**src/bqz_pkg.sv**
```systemverilog
package bqz_pkg;

  // Field widths of one word on either channel
  localparam int CTRL_W  = 32;
  localparam int STEP_W  = 4;
  localparam int POINT_W = 32;
  localparam int N_CTRL  = 9;

  // Default grid resolution
  localparam int LEVEL_DEF = 10;

  typedef logic signed [CTRL_W-1:0]  ctrl_t;
  typedef logic        [STEP_W-1:0]  step_t;
  typedef logic signed [POINT_W-1:0] point_t;

  localparam point_t POINT_MAX = {1'b0, {(POINT_W-1){1'b1}}};
  localparam point_t POINT_MIN = {1'b1, {(POINT_W-1){1'b0}}};

endpackage

```
**src/bqz_div.sv**
```systemverilog
module bqz_div #(
  parameter  int LEVEL = bqz_pkg::LEVEL_DEF,
  localparam int WGT_W = $clog2(LEVEL * LEVEL + 1),
  localparam int NUM_W = bqz_pkg::CTRL_W + 2 * WGT_W
) (
  input  logic                    clk,
  input  logic                    rst_n,
  input  logic                    en,
  input  logic                    num_v,
  input  logic signed [NUM_W-1:0] num,
  output logic                    res_v,
  output bqz_pkg::point_t         res
);
  import bqz_pkg::*;

  localparam int QW     = POINT_W;
  localparam int N2_W   = NUM_W + 1;
  localparam int NST    = 6;
  localparam int DEN_I  = LEVEL * LEVEL * LEVEL * LEVEL;
  localparam int DEN2_I = 2 * DEN_I;
  // the top QW bits of the doubled numerator feed the reciprocal multiply
  localparam int SH     = N2_W - QW;
  localparam int LOG_D  = $clog2(DEN2_I + 1) - 1;
  localparam int P      = QW - 1 + LOG_D - SH;
  // the estimate falls short by at most twelve divisors; fix up to fifteen
  localparam int CORR_N = 15;
  localparam int CORR_W = $clog2(CORR_N + 1);
  localparam int RW     = $clog2((CORR_N + 1) * DEN2_I);
  localparam logic [N2_W-1:0] DEN    = N2_W'(DEN_I);
  localparam logic [RW-1:0]   DEN2_R = RW'(DEN2_I);
  localparam logic [QW-1:0]   RCP    = QW'((64'd1 << (P + SH)) / 64'(DEN2_I));
  localparam logic [QW-1:0]   HALF   = {1'b1, {(QW-1){1'b0}}};

  logic [NST-1:0]  v_r;
  logic [NST-2:0]  neg_r;
  logic [N2_W-1:0] n_r;
  logic [QW-1:0]   qe1_r;
  logic [RW-1:0]   nlo1_r;
  logic [RW-1:0]   qd_r;
  logic [QW-1:0]   qe2_r;
  logic [RW-1:0]   nlo2_r;
  logic [RW-1:0]   rem_r;
  logic [QW-1:0]   qe3_r;
  logic [QW-1:0]   q_r;
  point_t          sat_r;

  logic [NUM_W-1:0]  mag;
  logic [2*QW-1:0]   prod;
  logic [CORR_W-1:0] corr;
  point_t            sat_nxt;

  always_ff @(posedge clk) begin
    if (!rst_n) begin
      v_r <= '0;
    end else if (en) begin
      v_r <= {v_r[NST-2:0], num_v};
    end
  end

  // entry: magnitude, doubled, plus the divisor for round-half-away
  always_comb begin
    mag = num[NUM_W-1] ? NUM_W'(-num) : NUM_W'(num);
  end

  // quotient estimate from the top bits, never above the true quotient
  always_comb begin
    prod = (2*QW)'(n_r[N2_W-1:SH]) * (2*QW)'(RCP);
  end

  // count the divisors still left in the remainder
  always_comb begin
    corr = '0;
    for (int k = 1; k <= CORR_N; k++) begin
      if (rem_r >= RW'(k * DEN2_I)) corr = CORR_W'(k);
    end
  end

  // restore sign and clamp to the Q16.16 range
  always_comb begin
    if (neg_r[NST-2]) begin
      sat_nxt = (q_r > HALF) ? POINT_MIN : point_t'(-q_r);
    end else begin
      sat_nxt = (q_r > HALF - 1'b1) ? POINT_MAX : point_t'(q_r);
    end
  end

  // only the low RW bits matter once the estimate is close
  always_ff @(posedge clk) begin
    if (en) begin
      n_r    <= {mag, 1'b0} + DEN;
      neg_r  <= {neg_r[NST-3:0], num[NUM_W-1]};
      qe1_r  <= prod[P +: QW];
      nlo1_r <= n_r[RW-1:0];
      qd_r   <= qe1_r[RW-1:0] * DEN2_R;
      qe2_r  <= qe1_r;
      nlo2_r <= nlo1_r;
      rem_r  <= nlo2_r - qd_r;
      qe3_r  <= qe2_r;
      q_r    <= qe3_r + QW'(corr);
      sat_r  <= sat_nxt;
    end
  end

  assign res_v = v_r[NST-1];
  assign res   = sat_r;

  a_stall_holds: assert property (@(posedge clk) disable iff (!rst_n)
    !en |=> $stable(v_r))
    else $error("divider valid bits moved during a stall");

  a_advance: assert property (@(posedge clk) disable iff (!rst_n)
    en |=> v_r[1] == $past(v_r[0]))
    else $error("divider valid bit lost on advance");

  a_rem_bound: assert property (@(posedge clk) disable iff (!rst_n)
    v_r[3] |-> rem_r < RW'(CORR_N * DEN2_I))
    else $error("divider remainder beyond the fix-up range");

endmodule

```
**config.mk**
```make
export PLATFORM = sky130hd
export DESIGN_NAME = bqz_div
export DESIGN_NICKNAME = d
export VERILOG_FILES = /design/src/bqz_pkg.sv /design/src/bqz_div.sv
export SDC_FILE = /design/constraint.sdc
export NUM_CORES = 2
export LEC_CHECK = 0
export BUFFER_PORTS_ARGS = -buffer_cell sky130_fd_sc_hd__buf_2
export CORE_UTILIZATION = 49
export DETAILED_ROUTE_END_ITERATION = 8
export MAX_ROUTING_LAYER = met4
export PLACE_DENSITY = 0.64
export RECOVER_POWER = 50
export SETUP_SLACK_MARGIN = 0.02
export SYNTH_ARGS = -nofsm -noshare
export SYNTH_HDL_FRONTEND = slang
export SYNTH_SLANG_ARGS = --single-unit
export TNS_END_PERCENT = 1
```
**constraint.sdc**
```tcl
create_clock -name clk -period 11.5 [get_ports clk]
set_clock_uncertainty 0.05 [all_clocks]
set_input_delay 2.3 -clock clk [delete_from_list [all_inputs] [get_ports clk]]
set_output_delay 2.3 -clock clk [all_outputs]
set_load 0.005 [all_outputs]
```
# == Yosys cells after proc, flatten, opt, wreduce, memory -nomap -nowiden ==
# Cells that the tools add are included.
# totals
register_bits,289
input_bits,50
wordCells,55
# op_classes
add_sub_neg,5
n_mul,2
magnitude_cmp,17
mux,19
# op_table
operator,n
19-bit by 18-bit greater-or-equal comparator with 1-bit output (second input constant),7
32-bit 2-to-1 mux,3
32-bit by 29-bit multiplier with 60-bit output (second input constant),1
19-bit by 17-bit greater-or-equal comparator with 1-bit output (second input constant),3
4-bit 2-to-1 mux,14
47-bit by 14-bit adder with 47-bit output (second input constant),1
46-bit 2-to-1 mux,1
46-bit negation,1
19-bit by 16-bit greater-or-equal comparator with 1-bit output (second input constant),2
19-bit greater-or-equal comparator (second input constant),2
32-bit by 4-bit adder with 32-bit output,1
32-bit by 31-bit greater-than comparator with 1-bit output (second input constant),1
32-bit greater-than comparator (second input constant),1
32-bit negation,1
19-bit by 15-bit greater-or-equal comparator with 1-bit output (second input constant),1
19-bit by 10-bit multiplier with 14-bit output (second input constant),1
19-bit subtractor,1
1-bit 2-to-1 mux,1

# == Logic depth before layout (Yosys ltp) ==
# logic_depth
depth_word,17
mapped_depth,25
mapped_depth_nobuf,25

# == Worst setup path after synthesis ==
# Ideal clock, no wire load.
# synth_timing
path_kind,register to register
startpoint,register n_r[23]
endpoint,"register qe1_r[28], data pin"
setup_time_ps,259
arrival_time_ps,7054
path_slack_ps,4137
path_stages_with_launch,25
n_path_buf,0
synth_period_minus_slack_ps,7363
path_cell_list,edfxtp_1 ha_1 xor2_1 ha_1 or2_2 fa_1 inv_1 fa_1 inv_1 fa_1 fa_1 fa_1 inv_1 fa_1 inv_1 ha_1 nand4_1 or2_2 o221ai_1 a21oi_1 o21ai_0 a41oi_1 o31ai_1 a21oi_1 xnor2_1
# synth_between
elab_chain_cells,1
# synth_lines
item,line_no,text
"start, declared",bqz_div.sv:36,logic [N2_W-1:0] n_r;
"start signal, assigned",bqz_div.sv:90,"n_r <= {mag, 1'b0} + DEN;"
32-bit by 29-bit multiplier with 60-bit output,bqz_div.sv:67,prod = (2*QW)'(n_r[N2_W-1:SH]) * (2*QW)'(RCP);
net prod[58],bqz_div.sv:48,logic [2*QW-1:0] prod;
"end signal, assigned",bqz_div.sv:92,qe1_r <= prod[P +: QW];
"end, declared",bqz_div.sv:37,logic [QW-1:0] qe1_r;
# The timed path passes the listed nets, and every way through them passes these cells.
# A chain may end at the register's enable or synchronous reset.

# == Final worst setup path ==
# layout_timing
startpoint,register n_r[19]
endpoint,"register qe1_r[28], data pin"
# The elaborated chain is that of the path after synthesis.

==> flow_summary.yaml <==
synthesis:
  synth_top_cell_by_area: "fa_1"
  synth_edf_count: 259
  synth.avg_cell_area_um2: 10.8
  ys_async_sr_fraction_pct: 0
  synthTopCellsByArea: "fa_1 27%, edfxtp_1 25%, ha_1 17%"
  syn_inst: 2851
  synth_top_cell_area_share_pct: 27.2
  syn_area_um2: 30800
  synth_seq_cells: 265
  ys_warn_count: 0
  synth_flop_cell: "edfxtp_1"
  synth.distinct_cells: 77
  yosysSeqAreaShare_pct: 25.6
  syn_nets: 3736
global_routing:
  grt_pass1_wl_um: 116000
  grt_max_degree: 120
  grt_pass1_vias: 21400
  grt_remaining_overflow: 0
  track_usage_pct: 24.5
  grt_antenna_before_repair: 1
place:
  port_buffers: 82
  place_inst: 3727
  hpwl_um: 61600
  place.gp.congestion: 0.950
clock_tree:
  cts_inserted_buffers: 29
  post_cts_buffers: 0
  htreeDepth: 1
  cts_tree: "built"
  clock_latency_ns: 0.58
  clockBufferDepth: 3
  root_buffer: "clkbuf_16"
  cts_sinks: 265
  path_clk_slew_ns: 0.06
  ctsResizeCount: 0
  cts_hold_buf: 0
finish:
  num_antenna_cells: 0
  fin_nets: 3806
  area_growth_pct: 7.14
  layout_commonest_cell: "inv_1"
  drive_above_1_share_pct: 4.86
  layout_common_cells: "637 x inv_1, 419 x fa_1, 416 x ha_1"
  stdcell_count: 3780
setup_path:
  cp-start-kind: "flop"
  worst_ep_required_time_ns: 11.78
  cp-end-kind: "flop"
  worstPathArrival_ns: 8.69
  crit_type: "reg2reg"
  path_max_fanout: 15
status:
  violations: "max-capacitance violations, max-slew violations"
  status: "finished, violations left"
floorplanning:
  std_cell_rows: 91
  die_h_um: 253
  ios: 83
  die-area_um2: 63900
  coreArea_um2: 61900
  start_util_pct: 49.8
  die_x_um: 253
sta:
  slew_headroom_pct: -303
  fin_crit_ns: 8.40
  setup_tns_ns: 0
  fmax_mhz: 119
  slew_violations: 179
  worst_pin_slew_ns: 6.05
  hold_violations: 0
  min_period_over_period_pct: 73.1
  finalSetupViolCount: 0
  rsz0062_at_grt: "no"
routing:
  antenna_left: 0
  routedWlPerCell_um: 19.5
  first_pass_iters: 6
  dr_total_vias: 20300
  initialDrtViolationCount: 1138
  drc: 0
  drt-total-wl_um: 73800
  avgViaCountPerCell: 5.36
flow_run:
  maxCapViolCount: 2
min_path:
  hold_path_class: "reg2reg"
-- final cells by class --
type	instances	area [µm²]
Clock buffer	32	737
Fill cell	5580	28900
Inverter	637	2390
Tap cell	837	1050
Timing Repair Buffer	90	439
Sequential cell	265	7900
Clock inverter	21	184
Multi-Input combinational cell	1898	20300
-- metrics by stage --
step	setup slack [ns]	cell area (µm²)	util (%)	hold slack (ns)
after floorplan	4.14	30800	-	0.350
after global placement	3.17	32200	51.9	0.351
after detailed placement	3.11	32200	51.9	0.355
after CTS	3.10	33100	53.4	0.360
after global routing	2.71	33000	53.3	0.366
final	3.10	33000	53.3	0.358
-- per-layer routing --
metal	vias to the layer above	routed length (µm)	global-route usage [%]	share of wire, %
met5	-	0	-	0
met4	0	2030	6.27	2.7
met3	113	4060	4.02	5.5
met2	486	34900	39.8	47
met1	10100	32800	32.0	45
li1	9579	-	-	-
-- synth_stat cells, drive strengths merged, types with 12 or more instances --
cell / number
nor3: 50
fa: 419
or3: 31
o21ai: 95
clkbuf: 42
nor4: 16
edfxtp: 259
xor2: 68
xnor2: 126
and2: 12
nand3: 51
a211o: 14
nand4: 15
and3: 14
inv: 637
a21o: 28
nand2: 125
ha: 416
o21bai: 15
or2: 14
a21oi: 79
a31oi: 14
nor2: 101
nor2b: 22
o311ai: 14
-- critical path: stages (launching register included) --
cell and delay [ns]:
edfxtp_1 0.92, ha_1 0.41, xor2_1 0.45, ha_1 0.33
inv_1 0.08, fa_1 0.46, inv_1 0.11, fa_1 0.42
fa_1 0.51, fa_1 0.52, fa_1 0.58, fa_1 0.49
ha_1 0.46, nand4_1 0.18, or2_2 0.30, o221ai_1 0.18
a21oi_1 0.15, o21ai_0 0.56, a41oi_1 0.33, o31ai_1 0.42
a21oi_1 0.14, xnor2_1 0.13
-- cells by family (layout without fill, tap and decap cells) --
family	Yosys count	count (layout)	synth area share, %
adders and majority gates	835	835	44.1
and+or+nand+nor	501	501	8.44
DFF	265	265	25.6
muxes	10	10	0.325
xor gates and xnor gates	194	194	5.51
buffers and inverters	688	780	8.41
AOI/OAI and AO/OA	358	358	7.63
-- path summary, 6_finish.rpt --
| check | from | slack, ns | to | cells past startpoint |
|---|---|---|---|---|
| hold / removal | n_r[13]$_DFFE_PP_ | 0.36 | nlo1_r[13]$_DFFE_PP_ | 0 |
| setup / recovery | n_r[19]$_DFFE_PP_ | 3.10 | qe1_r[28]$_DFFE_PP_ | 21 |
| setup reg to reg | n_r[19]$_DFFE_PP_ | 3.10 | qe1_r[28]$_DFFE_PP_ | 21 |
| hold reg to reg | n_r[13]$_DFFE_PP_ | 0.36 | nlo1_r[13]$_DFFE_PP_ | 0 |
-- registers in the layout, indices dropped and copies added, names as in the netlist --
name,flops
n_r,42
neg_r,5
nlo1_r,14
nlo2_r,14
q_r,32
qd_r,10
qe1_r,32
qe2_r,32
qe3_r,32
rem_r,14
res,32
v_r,6
Power is left out: the tool's default activity adds up to more than one toggle a clock period on the data nets, which glitch-free logic cannot reach.
