===== src/bqz_pkg.sv =====
package bqz_pkg;

  // Field widths of one word on either channel
  localparam int CTRL_W  = 32;
  localparam int STEP_W  = 4;
  localparam int POINT_W = 32;
  localparam int N_CTRL  = 9;

  // Default grid resolution
  localparam int LEVEL_DEF = 10;

  typedef logic signed [CTRL_W-1:0]  ctrl_t;
  typedef logic        [STEP_W-1:0]  step_t;
  typedef logic signed [POINT_W-1:0] point_t;

  localparam point_t POINT_MAX = {1'b0, {(POINT_W-1){1'b1}}};
  localparam point_t POINT_MIN = {1'b1, {(POINT_W-1){1'b0}}};

endpackage


===== src/bqz_if.sv =====


interface bqz_out_if;
  import bqz_pkg::*;

  logic   valid;
  logic   ready;
  point_t point_value;

  modport source (output valid, point_value, input ready);
  modport sink   (input valid, point_value, output ready);
endinterface


===== src/bqz_out_skid.sv =====
module bqz_out_skid (
  input  logic            clk,
  input  logic            rst_n,
  input  logic            pipe_v,
  input  bqz_pkg::point_t pipe_d,
  output logic            en,
  bqz_out_if.source       out_ch
);
  import bqz_pkg::*;

  logic   out_v_r;
  point_t out_d_r;
  logic   skid_v_r;
  point_t skid_d_r;
  logic   load;
  logic   push;

  assign en   = !skid_v_r;
  assign load = !out_v_r || out_ch.ready;
  assign push = pipe_v && en;

  always_ff @(posedge clk) begin
    if (!rst_n) begin
      out_v_r  <= 1'b0;
      skid_v_r <= 1'b0;
    end else if (load) begin
      out_v_r  <= skid_v_r || push;
      skid_v_r <= 1'b0;
    end else if (push) begin
      skid_v_r <= 1'b1;
    end
  end

  always_ff @(posedge clk) begin
    if (load) begin
      out_d_r <= skid_v_r ? skid_d_r : pipe_d;
    end else if (push) begin
      skid_d_r <= pipe_d;
    end
  end

  assign out_ch.valid       = out_v_r;
  assign out_ch.point_value = out_d_r;

  a_skid_behind_out: assert property (@(posedge clk) disable iff (!rst_n)
    skid_v_r |-> out_v_r)
    else $error("skid holds a word while output is empty");

  a_skid_fill: assert property (@(posedge clk) disable iff (!rst_n)
    $rose(skid_v_r) |-> $past(out_v_r && !out_ch.ready))
    else $error("skid filled while output could take the word");

  a_skid_drain: assert property (@(posedge clk) disable iff (!rst_n)
    skid_v_r && out_ch.ready |=> !skid_v_r)
    else $error("skid not drained after output handshake");

endmodule


===== src/flat_wrapper.sv =====
// flat-port wrapper written by rule: the top's interface ports become plain ports
module bqz_out_skid_flat import bqz_pkg::*;
  (clk, rst_n, pipe_v, pipe_d, en, out_ch_valid, out_ch_point_value, out_ch_ready);
  bqz_out_if out_ch_i ();
  input  logic clk;
  input  logic rst_n;
  input  logic pipe_v;
  input  bqz_pkg::point_t pipe_d;
  output logic en;
  output wire logic [$bits(out_ch_i.valid)-1:0] out_ch_valid;
  output wire logic [$bits(out_ch_i.point_value)-1:0] out_ch_point_value;
  input wire logic [$bits(out_ch_i.ready)-1:0] out_ch_ready;
  assign out_ch_valid = out_ch_i.valid;
  assign out_ch_point_value = out_ch_i.point_value;
  assign out_ch_i.ready = out_ch_ready;
  bqz_out_skid u_core (.clk(clk), .rst_n(rst_n), .pipe_v(pipe_v), .pipe_d(pipe_d), .en(en), .out_ch(out_ch_i));
endmodule

===== config.mk =====
export PLATFORM = sky130hd
export DESIGN_NAME = bqz_out_skid_flat
export DESIGN_NICKNAME = d
export VERILOG_FILES = /design/src/bqz_pkg.sv /design/src/bqz_if.sv /design/src/bqz_out_skid.sv /design/src/flat_wrapper.sv
export SDC_FILE = /design/constraint.sdc
export NUM_CORES = 1
export LEC_CHECK = 0
export ABC_CLOCK_PERIOD_IN_PS = 4860
export BUFFER_PORTS_ARGS = -buffer_cell sky130_fd_sc_hd__buf_2
export CAP_MARGIN = 20
export CORE_ASPECT_RATIO = 0.5
export CORE_MARGIN = 2
export CORE_UTILIZATION = 50
export DETAILED_ROUTE_END_ITERATION = 8
export PLACE_DENSITY = 0.77
export SETUP_SLACK_MARGIN = 0.1
export SYNTH_ARGS = -nofsm -noshare
export SYNTH_HDL_FRONTEND = slang
export SYNTH_SLANG_ARGS = --single-unit

===== constraint.sdc =====
create_clock -name clk -period 4.86 [get_ports clk]
set_clock_uncertainty 0.05 [all_clocks]
set_input_delay 0 -clock clk [delete_from_list [all_inputs] [get_ports clk]]
set_output_delay 0 -clock clk [all_outputs]
set_load 0.005 [all_outputs]

# == Word-level counts from Yosys, hierarchy flattened ==
# Cells that the tools add are included.
# op_classes
bitwise_logic,2
reduce_logical,7
n_mux,1
# ops
operator,count
$mux W32,1
$logic_not A1 Y1,2
$logic_or A1 B1 Y1,2
$not A1 Y1,2
$reduce_and A2 Y1,1
$reduce_or A2 Y1,1
$logic_and A1 B1 Y1,1
# word_totals
wordCells,14
out_inout_bits,34
register_bits,66
input_bits,36

# == Depth between registers and ports, before layout ==
# Gate-level depths: netlist (run 1).
# logic_depth
ltp_word,4
mapped_depth,4
depth_no_buf,2

# == Worst setup path after synthesis (run 1) ==
# No wires, ideal clock.
# synth_timing
path_kind,reg-to-reg
start,"register u_core.out_v_r, in the netlist u_core.out_ch.valid"
end,register u_core.skid_d_r[0] (enable)
t_arrival_ns,3.575
required_time_ns,4.342
stages_incl_launch_ff,3
setup_ns,0.468
path_slack_ns,0.768
cell_sequence,dfxtp_1 -> nand2b_1 -> nor3b_1
# synth_via
elab_chain_cells,4
# synth_lines
element,line_no,source
"start, declared",bqz_out_skid.sv:11,logic out_v_r;
"start signal, assigned",bqz_out_skid.sv:27,out_v_r <= skid_v_r || push;
$logic_not A1 Y1,bqz_out_skid.sv:19,assign load = !out_v_r || out_ch.ready;
$logic_or A1 B1 Y1,bqz_out_skid.sv:19,
net u_core.load,bqz_out_skid.sv:15,logic load;
$not A1 Y1 (no source line),-,
$reduce_and A2 Y1 (no source line),-,
"end signal, assigned",bqz_out_skid.sv:38,skid_d_r <= pipe_d;
"end, declared",bqz_out_skid.sv:14,point_t skid_d_r;
# The timed path passes the listed nets, and every way through them passes these cells.
# A chain may end at the register's enable or synchronous reset.

# == Final worst setup path (run 1) ==
# layout_timing
start,"register u_core.out_v_r, in the netlist u_core.out_ch.valid"
end,register u_core.skid_d_r[25] (enable)
# The elaborated chain is that of the path after synthesis.

==> flow_metrics.py, run 1 <==
metrics = {
    "routing": {
        "wire_per_inst_um": 15.1,
        "drc": 0,
        "routed_wirelength_mm": 4.45,
        "ant_nets": 0,
        "drt-initial-drc-count": 52,
        "avgViaCountPerCell": 4.62,
        "dr.pass1.iters": 3,
        "via_count": 1364,
    },
    "clocking": {
        "cts_tree": "built",
        "clk_path_buf_depth": 2,
        "cts_resized": 0,
        "cts_max_level": 3,
        "clk_pin_slew_ns": 0.07,
        "clockRootBuffer": "clkbuf_8",
        "worstSkewPairLatency_ns": 0.33,
        "cts_sinks": 66,
        "cts_buffers": 9,
    },
    "placement": {
        "place_ws_ns": 2.10,
        "gp_congestion": 0.631,
        "place_hpwl_mm": 2.78,
        "portBuffers": 69,
        "placed_area_sq_um": 2920,
    },
    "timing": {
        "rsz0062_at_grt": "no",
        "finalHoldViolations": 0,
        "max_slew.worst_pin.slew_ns": 1.09,
        "setup_tns_ns": 0,
        "max_freq_mhz": 369,
        "slew_headroom_pct": 27.3,
        "maxSlewViolCount": 0,
        "fin_crit_sh_pct": 55.8,
        "setup_viol": 0,
        "setup_slack_ns": 2.15,
        "fin_crit_ns": 2.71,
    },
    "layout": {
        "final_core_util_pct": 70.7,
        "finish.instance_area_sq_um": 3470,
        "antenna_cells": 0,
        "nets": 256,
        "layout-drive-gt1-share_pct": 52.4,
        "area_delta_synth_final_pct": 36.7,
    },
    "logic_synthesis": {
        "netlist_area_sq_um": 2540,
        "synth_common_cells": "64 x edfxtp_1, 27 x mux2_4, 5 x mux2_2, 3 x buf_12, 2 x dfxtp_1",
        "seq_area_frac_synth_pct": 77.3,
        "synthFlopType": "edfxtp_1",
        "synth_nets": 144,
        "synthTopCellsByArea": "edfxtp_1 76%, mux2_4 16%, buf_12 2.4%, mux2_2 2.2%, dfxtp_1 1.6%",
        "syn_inst": 108,
        "synth_area_leader_cell": "edfxtp_1",
        "ys_ff_latch": 66,
        "ys_types": 12,
        "async_flop_share_pct": 0,
        "avgSynthCellArea_sq_um": 23.5,
        "synth_edf_count": 64,
        "yosysWarnings": 0,
        "synth_most_common_cell": "edfxtp_1",
        "synth_top_area_share_pct": 75.7,
    },
    "floorplanning": {
        "placementRows": 18,
        "initial_core_util_pct": 51.7,
        "die_x_um": 105,
        "dieHeight_um": 54.4,
        "die_area_sq_um": 5700,
        "io_pins": 70,
        "coreArea_sq_um": 4910,
    },
    "outcome": {
        "status": "complete, no violations",
    },
    "global_route": {
        "grt_overflow": 0,
        "grt_antenna_before_repair": 0,
        "grt_usage_pct": 15.7,
        "grt_pass1_wl_mm": 6.46,
        "grt_start_max_net_pins": 36,
        "grt_pass1_vias": 1317,
    },
    "critical_path": {
        "worstPathMaxFanout": 35,
        "cpMaxStageDelayCell": "nor3b_2",
        "critical-path-max-stage-delay_ns": 1.04,
        "critPathArrivalTime_ns": 2.67,
        "startpoint_type": "flip-flop",
        "worstPathCellList": "nand2b_2, nor3b_2, buf_4",
        "worstSetupEndpointType": "flip-flop",
        "worstPathRequired_ns": 4.81,
        "criticalPathCategory": "flip-flop to flip-flop",
    },
    "pwr": {
        "total_leakage_power_nw": 1.38,
        "p_per_area_nw_per_um2": 359,
        "irDropWorstVdd_mv": 0.220,
    },
    "flow_run": {
        "max-cap-violations": 0,
    },
    "min_path": {
        "hp-class": "input pin to flip-flop",
    },
}
registers in the layout, summed over array words and instances (netlist names):
signal	count
u_core.out_ch.valid	1
u_core.skid_v_r	1
u_core.out_ch.point_value	32
u_core.skid_d_r	32
placed cells by master, fill, tap and decap left out:
cell and instances:
mux2_2 5, nand2b_2 1, clkinv_1 1, mux2_4 27, dfxtp_1 1, dlygate4sd3_1 35
a21boi_0 1, inv_1 1, bufinv_16 2, nor3b_2 2, dfxtp_2 1, buf_2 69
nor2_2 1, edfxtp_1 64, buf_4 1, clkbuf_1 4, clkbuf_8 9
final cells by class:
| cell class | count | area [sq um] |
|---|---|---|
| flip-flops and latches | 66 | 1960 |
| well taps | 70 | 87.6 |
| repair buffers | 105 | 703 |
| inverters | 1 | 3.75 |
| clock buffers | 13 | 139 |
| fillers | 326 | 1440 |
| multi-input cells | 37 | 509 |
| clock inverters | 3 | 63.8 |
metal layers:
| metal | wire, um | part of all wire [%] | GRT usage, % | vias to the layer above |
|---|---|---|---|---|
| met1 | 1970 | 44 | 18.6 | 675 |
| li1 | - | - | - | 649 |
| met2 | 2250 | 51 | 27.2 | 38 |
| met4 | 25 | 0.56 | 6.67 | 0 |
| met5 | 0 | 0 | 0 | - |
| met3 | 201 | 4.5 | 5.71 | 2 |
cell families (layout without fill, tap and decap cells):
family          after synthesis  count (layout)  share of synthesized area [%]
compound gates                1               1                          0.296
buf+inv                       5             122                           2.96
flops                        66              66                           77.3
mux                          32              32                           18.2
simple gates                  4               4                           1.28
worst max-delay path, delay by kind of cell (launching register included):
| kind | cells | cell delay (ns) |
|---|---|---|
| buf+inv | 1 | 0.43 |
| flops | 1 | 0.35 |
| simple gates | 2 | 1.54 |
per-stage QoR:
step,instances,power (W),hold slack [ns]
6_report,295,0.00124,0.345
5_1_grt,295,0.00129,0.341
4_1_cts,295,0.00125,0.331
3_5_place_dp,244,0.000759,0.143
3_3_place_gp,244,0.000754,0.142
2_1_floorplan,108,0.000715,0.0489
timing repair:
action,CTS,global route
hold buffers,35,0
hold endpoints to repair,66,0
buffers inserted,0,0
endpoints found under the setup margin,0,0
report_power, final:
part	internal [W]	total (W)	switching [W]
Clock	0.000288	0.000478	0.000190
Sequential	0.000656	0.000666	0.00000956
Combinational	0.0000639	0.000100	0.0000365
worst paths after layout:
| path | cells after the start | slack, ns | to | start |
|---|---|---|---|---|
| min reg2reg | 1 | 0.49 | u_core.out_ch.point_value[25]$_DFFE_PP_ | u_core.skid_d_r[25]$_DFFE_PP_ |
| max reg2reg | 3 | 2.15 | u_core.skid_d_r[25]$_DFFE_PP_ | u_core.out_ch.valid$_SDFFE_PN0P_ |
| max | 3 | 2.15 | u_core.skid_d_r[25]$_DFFE_PP_ | u_core.out_ch.valid$_SDFFE_PN0P_ |
| min | 2 | 0.35 | u_core.skid_d_r[21]$_DFFE_PP_ | pipe_d[21] |
No activity file was read; power rests on OpenSTA's default activity.
==> run 2: changes to the inputs <==
--- a/config.mk
+++ b/config.mk
@@ -5,7 +5,7 @@
 export SDC_FILE = /design/constraint.sdc
 export NUM_CORES = 1
 export LEC_CHECK = 0
-export ABC_CLOCK_PERIOD_IN_PS = 4860
+export ABC_CLOCK_PERIOD_IN_PS = 2750
 export BUFFER_PORTS_ARGS = -buffer_cell sky130_fd_sc_hd__buf_2
 export CAP_MARGIN = 20
 export CORE_ASPECT_RATIO = 0.5
==> constraint.sdc (replaced) <==
create_clock -name clk -period 2.75 [get_ports clk]
set_clock_uncertainty 0.05 [all_clocks]
set_input_delay 0 -clock clk [delete_from_list [all_inputs] [get_ports clk]]
set_output_delay 0 -clock clk [all_outputs]
set_load 0.005 [all_outputs]
==> flow_metrics.py, run 2 (synthesis results as in run 1) <==
metrics = {
    "outcome": {
        "status": "complete, no violations",
    },
    "global_route": {
        "grt_pass1_wl_mm": 6.22,
        "grt_start_max_net_pins": 35,
        "grt_pass1_vias": 1281,
        "grt_overflow": 0,
        "grt_usage_pct": 15.2,
        "grt_antenna_before_repair": 0,
    },
    "routing": {
        "drt-initial-drc-count": 56,
        "drc": 0,
        "wire_per_inst_um": 14.2,
        "ant_nets": 0,
        "via_count": 1345,
        "avgViaCountPerCell": 4.51,
        "dr.pass1.iters": 4,
        "routed_wirelength_mm": 4.23,
    },
    "critical_path": {
        "rr_endpoint": "u_core.skid_v_r$_SDFFE_PP0P_",
        "crit_end": "u_core.skid_v_r$_SDFFE_PP0P_",
        "timing.rr.start": "u_core.skid_v_r$_SDFFE_PP0P_",
        "worstSetupEndpointType": "flip-flop",
        "worstPathMaxFanout": 19,
        "ff2ff_path_depth": 4,
        "worstPathRequired_ns": 2.97,
        "criticalPathCategory": "flip-flop to flip-flop",
        "cp-startpoint": "u_core.skid_v_r$_SDFFE_PP0P_",
        "rrSetupSlack_ns": 0.92,
        "startpoint_type": "flip-flop",
        "critPathArrivalTime_ns": 2.05,
    },
    "timing": {
        "rsz0062_at_grt": "no",
        "setup_tns_ns": 0,
        "max_slew.worst_pin.slew_ns": 0.531,
        "setup_viol": 0,
        "maxSlewViolCount": 0,
        "max_freq_mhz": 546,
        "slew_headroom_pct": 64.6,
        "fin_crit_ns": 1.83,
        "fin_crit_sh_pct": 66.6,
        "finalHoldViolations": 0,
    },
    "layout": {
        "antenna_cells": 0,
        "area_delta_synth_final_pct": 37.6,
        "layout_commonest_cell": "buf_2",
        "nets": 259,
        "layout-drive-gt1-share_pct": 54.4,
        "stdcell_count": 298,
        "final_cell_mix": "69 x buf_2, 64 x edfxtp_1, 35 x dlygate4sd3_1",
        "final_core_util_pct": 71.2,
    },
    "placement": {
        "portBuffers": 69,
        "dp_cells": 247,
        "place_hpwl_mm": 2.66,
        "gp_congestion": 0.666,
    },
    "pwr": {
        "total_leakage_power_nw": 1.40,
        "irDropWorstVdd_mv": 0.465,
        "p_per_area_nw_per_um2": 602,
    },
    "floorplanning": {
        "die_x_um": 105,
        "die_area_sq_um": 5700,
        "placementRows": 18,
        "coreArea_sq_um": 4910,
        "initial_core_util_pct": 51.7,
        "io_pins": 70,
        "dieHeight_um": 54.4,
    },
    "clocking": {
        "clk_pin_slew_ns": 0.07,
        "clk_path_buf_depth": 2,
        "cts_tree": "built",
        "cts_max_level": 3,
        "cts_sinks": 66,
        "clockRootBuffer": "clkbuf_8",
        "cts_buffers": 9,
        "worstSkewPairLatency_ns": 0.32,
    },
    "flow_run": {
        "max-cap-violations": 0,
    },
    "min_path": {
        "hp-class": "input pin to flip-flop",
    },
}
run 2: cell type report:
type / count / area (sq um)
flip-flops and latches: 66 / 1960
fillers: 312 / 1420
repair buffers: 108 / 738
multi-input cells: 37 / 515
clock buffers: 10 / 128
well taps: 70 / 87.6
clock inverters: 6 / 57.6
inverters: 1 / 3.75
run 2: routing by layer:
layer	up-vias	GRT usage, %	wire length (um)
met5	-	0	0
met1	650	17.8	1780
met3	2	5.95	203
met2	34	26.5	2230
met4	0	5.33	13
li1	659	-	-
run 2: worst min path at each step:
stage                            start                       endpoint  depth (start not counted)
after floorplan              pipe_d[0]   u_core.skid_d_r[0]$_DFFE_PP_                          0
after global placement      pipe_d[25]  u_core.skid_d_r[25]$_DFFE_PP_                          1
after detailed placement    pipe_d[29]  u_core.skid_d_r[29]$_DFFE_PP_                          1
after CTS                 out_ch_ready  u_core.skid_d_r[24]$_DFFE_PP_                          4
after global routing      out_ch_ready  u_core.skid_d_r[24]$_DFFE_PP_                          4
final                     out_ch_ready  u_core.skid_d_r[26]$_DFFE_PP_                          4
run 2: stage by stage:
step	power, W	hold WS (ns)	instance area, sq um	setup WS [ns]
after global placement	0.00134	0.145	2960	1.17
after global routing	0.00219	0.242	3490	0.795
after CTS	0.00212	0.231	3490	0.912
final	0.00210	0.242	3490	0.917
after detailed placement	0.00134	0.145	2960	1.14
after floorplan	0.00126	0.0489	2550	0.205
run 2: repair_timing:
action | CTS | global route
gates resized for setup | 0 | 0
setup buffers | 0 | 0
endpoints found under the hold margin | 66 | 0
hold buffers | 35 | 0
run 2: where the power goes:
| group | internal, W | switching (W) | total, W | leakage [nW] |
|---|---|---|---|---|
| Sequential | 0.00116 | 0.0000139 | 0.00117 | 0.639 |
| Combinational | 0.000116 | 0.0000666 | 0.000182 | 0.660 |
| Clock | 0.000412 | 0.000336 | 0.000748 | 0.0974 |
run 2: critical path, cell delays in order, from the launching register on:
cell           delay, ns
dfxtp_2             0.67
buf_12              0.26
nor2_2              0.07
nor3b_2             0.16
dlygate4sd3_1       0.55
